<file path="config.mk">
export PLATFORM = sky130hd
export DESIGN_NAME = per_key_change_report_gate_core
export DESIGN_NICKNAME = d
export VERILOG_FILES = /design/src/pkcrg_pkg.sv /design/src/pkcrg_slot_update.sv /design/src/per_key_change_report_gate_core.sv
export SDC_FILE = /design/constraint.sdc
export NUM_CORES = 2
export LEC_CHECK = 0
export ABC_AREA = 1
export BUFFER_PORTS_ARGS = -buffer_cell sky130_fd_sc_hd__buf_2
export CORE_AREA = 3 3 663 929
export CTS_CLUSTER_SIZE = 28
export DETAILED_ROUTE_END_ITERATION = 16
export DIE_AREA = 0 0 666 932
export HOLD_SLACK_MARGIN = 0.15
export PLACE_DENSITY = 0.4
export SLEW_MARGIN = 20
export SYNTH_ARGS = -nofsm -noshare
export SYNTH_HDL_FRONTEND = slang
export SYNTH_MEMORY_MAX_BITS = 65536
export SYNTH_SLANG_ARGS = --single-unit
</file>
<file path="constraint.sdc">
create_clock -name clk -period 16.1 [get_ports clk]
set_clock_uncertainty 0.15 [all_clocks]
set_input_delay 1.61 -clock clk [delete_from_list [all_inputs] [get_ports clk]]
set_output_delay 1.61 -clock clk [all_outputs]
set_load 0.05 [all_outputs]
</file>
<file path="src/pkcrg_pkg.sv">
`default_nettype none

package pkcrg_pkg;

  localparam int KEY_W      = 48;
  localparam int CLASS_W    = 2;
  localparam int WARM_W     = 16;
  localparam int SLOT_OUT_W = 6;

  localparam int REG_INDEX_W = 1;
  localparam int REG_DATA_W  = 16;

  localparam logic [REG_INDEX_W-1:0] REG_REPORT_ENABLE = 1'b0;
  localparam logic [REG_INDEX_W-1:0] REG_WARMUP_COUNT  = 1'b1;

  localparam logic [WARM_W-1:0] WARMUP_RESET = 16'd3;

  localparam logic KIND_REPORT = 1'b0;
  localparam logic KIND_COMMIT = 1'b1;

  typedef struct packed {
    logic [CLASS_W-1:0] last_class;
    logic [WARM_W-1:0]  warmup_seen;
  } slot_state_t;

  typedef struct packed {
    logic        emit;
    slot_state_t next_state;
  } slot_update_t;

endpackage

`default_nettype wire

</file>
<file path="src/pkcrg_slot_update.sv">
`default_nettype none

module pkcrg_slot_update import pkcrg_pkg::*; (
  input  logic               kind,
  input  logic [CLASS_W-1:0] verdict_class,
  input  slot_state_t        cur,
  input  logic               report_enable,
  input  logic [WARM_W-1:0]  warmup_count,
  output slot_update_t       upd
);

  always_comb begin
    upd.emit       = 1'b0;
    upd.next_state = cur;
    if (kind == KIND_COMMIT) begin
      upd.next_state.last_class = verdict_class;
    end else if (report_enable) begin
      if (cur.warmup_seen < warmup_count) begin
        upd.next_state.warmup_seen = cur.warmup_seen + WARM_W'(1);
      end else begin
        upd.emit = (verdict_class != cur.last_class);
      end
    end
  end

endmodule

`default_nettype wire

</file>
<file path="src/per_key_change_report_gate_core.sv">
`default_nettype none

// Per-client change report gate.
// Command channel: drive kind, client_key and verdict_class with start high;
// the word is taken at a clock edge where start is high and busy is low.
// Result channel: done pulses for one cycle with emit, dropped and slot_index.
// The receiver cannot stall; each result is shown for exactly that cycle.
// Config port: wr_en, wr_index, wr_data write report_enable (index 0) or
// warmup_count (index 1) on the edge; write only while busy is low.
// Operation: a report or commit scans the stored keys one per cycle through a
// single 48-bit comparator, stopping at the first match. A hit then passes
// through FETCH and UPDATE before done shows; a miss drops the word (commit,
// or a full table) or claims the next free slot and then passes through
// FETCH and UPDATE. One word is in flight at a time; busy stays high for
// the whole scan and the next word can be taken in the done cycle.
// Slots fill from index 0 upward and are never freed, so a fill count marks
// which slots are valid; no clearing pass runs after reset.
// Reset (rst, synchronous) empties the table, sets report_enable to 1 and
// warmup_count to 3, and drops any word in flight.

module per_key_change_report_gate_core import pkcrg_pkg::*; #(
  parameter int MAX_CLIENTS = 64
) (
  input  logic                   clk,
  input  logic                   rst,
  input  logic                   start,
  output logic                   busy,
  input  logic                   kind,
  input  logic [KEY_W-1:0]       client_key,
  input  logic [CLASS_W-1:0]     verdict_class,
  input  logic                   wr_en,
  input  logic [REG_INDEX_W-1:0] wr_index,
  input  logic [REG_DATA_W-1:0]  wr_data,
  output logic                   done,
  output logic                   emit,
  output logic                   dropped,
  output logic [SLOT_OUT_W-1:0]  slot_index
);

  localparam int IW = (MAX_CLIENTS > 1) ? $clog2(MAX_CLIENTS) : 1;
  localparam int CW = $clog2(MAX_CLIENTS + 1);
  localparam logic [CW-1:0] FULL = CW'(MAX_CLIENTS);

  typedef enum logic [1:0] {IDLE, SCAN, FETCH, UPDATE} state_t;

  state_t             state;
  logic [CW-1:0]      fill;
  logic [CW-1:0]      scan_idx;
  logic               cmp_vld;
  logic [IW-1:0]      cmp_idx;
  logic [IW-1:0]      slot;
  logic               fresh;
  logic               kind_q;
  logic [KEY_W-1:0]   key_q;
  logic [CLASS_W-1:0] cls_q;
  logic               report_enable;
  logic [WARM_W-1:0]  warmup_count;

  logic [KEY_W-1:0] key_mem [MAX_CLIENTS];
  slot_state_t      st_mem  [MAX_CLIENTS];
  logic [KEY_W-1:0] key_rd;
  slot_state_t      st_rd;

  logic         scan_more;
  logic         match;
  logic         key_re;
  logic         claim;
  slot_state_t  cur;
  slot_update_t upd;

  assign busy      = (state != IDLE);
  assign scan_more = (scan_idx < fill);
  assign match     = cmp_vld && (key_rd == key_q);
  assign key_re    = (state == SCAN) && scan_more && !match;
  assign claim     = (state == SCAN) && !match && !scan_more &&
                     (kind_q == KIND_REPORT) && (fill != FULL);
  assign cur       = fresh ? '0 : st_rd;

  pkcrg_slot_update u_update (
    .kind          (kind_q),
    .verdict_class (cls_q),
    .cur           (cur),
    .report_enable (report_enable),
    .warmup_count  (warmup_count),
    .upd           (upd)
  );

  always_ff @(posedge clk) begin
    if (claim) begin
      key_mem[fill[IW-1:0]] <= key_q;
    end
    if (key_re) begin
      key_rd <= key_mem[scan_idx[IW-1:0]];
    end
  end

  always_ff @(posedge clk) begin
    if (state == UPDATE) begin
      st_mem[slot] <= upd.next_state;
    end
    if (state == FETCH) begin
      st_rd <= st_mem[slot];
    end
  end

  always_ff @(posedge clk) begin
    if (rst) begin
      state         <= IDLE;
      fill          <= '0;
      cmp_vld       <= 1'b0;
      done          <= 1'b0;
      report_enable <= 1'b1;
      warmup_count  <= WARMUP_RESET;
    end else begin
      done <= 1'b0;
      if (wr_en) begin
        unique case (wr_index)
          REG_REPORT_ENABLE: report_enable <= wr_data[0];
          REG_WARMUP_COUNT:  warmup_count  <= wr_data;
        endcase
      end
      unique case (state)
        IDLE: begin
          if (start) begin
            kind_q   <= kind;
            key_q    <= client_key;
            cls_q    <= verdict_class;
            scan_idx <= '0;
            cmp_vld  <= 1'b0;
            state    <= SCAN;
          end
        end
        SCAN: begin
          cmp_vld <= key_re;
          if (key_re) begin
            cmp_idx  <= scan_idx[IW-1:0];
            scan_idx <= scan_idx + CW'(1);
          end
          if (match) begin
            slot  <= cmp_idx;
            fresh <= 1'b0;
            state <= FETCH;
          end else if (!scan_more) begin
            if (claim) begin
              slot  <= fill[IW-1:0];
              fresh <= 1'b1;
              fill  <= fill + CW'(1);
              state <= FETCH;
            end else begin
              done       <= 1'b1;
              emit       <= 1'b0;
              dropped    <= 1'b1;
              slot_index <= '0;
              state      <= IDLE;
            end
          end
        end
        FETCH: begin
          state <= UPDATE;
        end
        UPDATE: begin
          done       <= 1'b1;
          emit       <= upd.emit;
          dropped    <= 1'b0;
          slot_index <= SLOT_OUT_W'(slot);
          state      <= IDLE;
        end
      endcase
    end
  end

endmodule

`default_nettype wire

</file>
==> impl_results.md <==
* Total GRT Usage at approximately a fifth
* Clk pwr share at 43.1%
* Synth Register Bits at 4,397
* Switch Pwr at 5.54 mW
* Multi-input logic area at 0.0350 mm²
* Cell count after synthesis at between 10,000 and 15,000
* Max_cap viols at 0
* Final period util at between 30% and 40%
* Max transition margin at 20.3%
* Final WL at 609,000 µm
* Critical path cell sequence: buf_4 > inv_1 > o21ai_0 > nor2_1 > nand2_1 > nor2_1 > nand2_1 > nor2_1 > nand2_2 > nand3_4 > inv_4 > nand3_2 > nor2_4 > buf_4
* Clock Tree Root: clkbuf_16
* Number of hold buffers added after cts at 0
* Crit start category: flop
* Layout cells sized above 1 at 9.97%
* Worst endpoint data arrival time at 6.45 ns
* Initial Util at between 20 and 30%
* Peak fanout along the critical path at 49
* CTS Buffer Depth at 4
* Static Leakage at approximately 61 nW
* Worst path max stage delay at between 1 and 1.5 ns
* H-tree levels at 5
* Sequential power share at 51.9%
* Commonest non-fill, non-tap cell in the layout: edfxtp_1
* TritonCTS clock tree: yes
* Clock transition at path regs at roughly 0.070 ns
* Final GP Congestion at between 0.7 and 0.8
* Die width at roughly 670 µm
* Initial antenna violation count at 22
* DRT Pass-1 Iters at 6
* Commonest non-fill, non-tap cells in the layout: 4,369 x edfxtp_1, 1,738 x nor2_1, 1,608 x o21ai_0
* Synthesis Warnings at 0
* Via-to-Cell Ratio at 5.04
* Post-synth EDFFs at 4,369
* Io pins at 82
* Layout fillers at 60,400
* Post-Syn Nets at about 12,000
* Power Density at 124 mW/mm²
* RSZ-0062 raised after global routing: false
* Status: completed
* DRC Markers at 0
* Final cell utilization of the core at 32.2%
* Crit path time final at 5.96 ns
* Area occupied by registers at 0.132 mm²
* Number of setup violations in the final report at 0
* Die ar. at 0.621 mm²
* Area Overhead vs Synth at 15.1%
* Clock buffer count from CTS at 445
* Critical path data required time at approximately 17 ns
* Routed via count at 104,000
* Sequential share of the synthesized area at 77.5%
* # port buffers at 81
* Achievable clock frequency at ~170 MHz
* Largest net degree at the start of global routing at 184
* Commonest register cell after synthesis: edfxtp_1
* Core area at 0.608 mm²
* Hold Vio Cnt, Final at 0
* CP Class: flop to flop
* Async set or reset register ratio after synthesis at 0%
* Slowest cell on crit path: nor2_4
* Post-Syn Area at around 0.17 mm²
* GRT Residual Overflow at 0
* Synth cell types at 39
* Hold Slack at 0.317 ns
* Hpwl dp at approximately 350,000 µm
* Drt wl/cell at 29.5 µm
* Internal at 18.7 mW
* Maximum vdd drop at ~0.09 mV
* Starting DRT DRC Count at 8,310
* Overall power at 24.2 mW
* Most frequent CP cell: nor2_1
* Comb pwr share at 5.0%
* # resized after CTS at 0
* Die height at 932 µm
* Vias in the first global route at 104,000
* Num rows at approximately 340
* Post-CTS Setup Bufs at 0
* Worst skew pair latency at 1.07 ns
* Critical path capture point type: flop
* Net count reported at finish at between 10,000 and 15,000
* First-pass GRT wire length at 847,000 µm
* DRT antenna net count at 0
* Worst slew pin tran at 1.20 ns
* Net Sw Frac at roughly 23%
* Syn Area/Cell at 14.0 µm²
* Final slew viol count at 0
* Worst min-delay path class: flop to flop
* Clock Sinks at 4,397
* Setup TNS at 0 ns
area by class of cell:
type	instances	area share (%)
timing repair buffer	456	1.85
inverter	266	0.545
sequential	4397	67.3
multi-input combinational	6708	17.9
tap	8013	5.12
clock buffer	558	5.99
antenna	14	0.0179
clock inverter	269	1.30
logic make-up (layout without fill, tap and decap cells):
group	Yosys count	count (layout)	synth area share (%)
DFF	4397	4397	77.5
xor gates and xnor gates	35	35	0.180
other	0	14	0
AOI/OAI and AO/OA	3095	3095	11.3
adders and majority gates	25	25	0.184
and+or+nand+nor	3553	3553	8.31
buffers and inverters	1070	1549	2.60
path summary, 6_finish.rpt:
check | startpoint | endpoint | slack, ns | depth (start not counted)
setup / recovery | key_q[22]$_DFFE_PP_ | key_mem[62][13]$_DFFE_PP_ | 10.14 | 14
hold / removal | warmup_count[5]$_SDFFE_PP0P_ | warmup_count[5]$_SDFFE_PP0P_ | 0.32 | 2
setup reg to reg | key_q[22]$_DFFE_PP_ | key_mem[62][13]$_DFFE_PP_ | 10.14 | 14
hold reg to reg | warmup_count[5]$_SDFFE_PP0P_ | warmup_count[5]$_SDFFE_PP0P_ | 0.32 | 2
critical path, delay by kind of cell (launching register included):
kind	cells	cell delay, ns
AO/OA/AOI/OAI	1	0.25
buffers and inverters	4	1.67
flip-flops	1	0.64
AND/OR/NAND/NOR	9	2.63
metrics by stage:
step / cells / setup slack (ns) / cell area, µm²
floorplan: 12200 / 10.91 / 170000
global placement: 19800 / 10.13 / 181000
CTS: 20700 / 10.14 / 196000
detailed placement: 19800 / 10.14 / 181000
global route: 20700 / 10.02 / 196000
finish: 20700 / 10.14 / 196000
synthesized netlist by cell type, types with 101 or more instances:
library cell	number	share of area, %
o21ai_0	1619	4.8
nand4_1	101	0.37
edfxtp_1	4369	77
clkbuf_1	524	1.2
nand3_1	343	1.0
buf_2	248	0.73
inv_1	251	0.55
nor2_1	1874	4.1
o221ai_1	407	2.1
nand2_1	1200	2.6
o22ai_1	317	1.2
o211ai_1	377	1.7
power groups by stage:
stage,sequential (mW),clock (mW),combinational (mW)
floorplan,12.9,0,0.622
global placement,12.8,0,1.25
detailed placement,12.8,0,1.24
CTS,12.6,10.7,1.25
global route,12.6,11.1,1.31
finish,12.6,10.4,1.21
routing by layer:
metal,part of all wire (%),vias to the layer above,GRT usage [%]
li1,-,46200,-
met1,39,55100,22.4
met2,53,2195,35.5
met3,3.2,767,1.82
met4,4.3,4,7.24
met5,0.0044,-,0
flip-flops by register name (all words and copies together) (netlist names), 2 cells and up, named ones only:
name          count
key_mem        3072
st_mem         1152
key_q            48
key_rd           48
st_rd            18
warmup_count     16
fill              7
scan_idx          7
cmp_idx           6
slot              6
slot_index        6
cls_q             2
(Power assumes the default switching activity.)
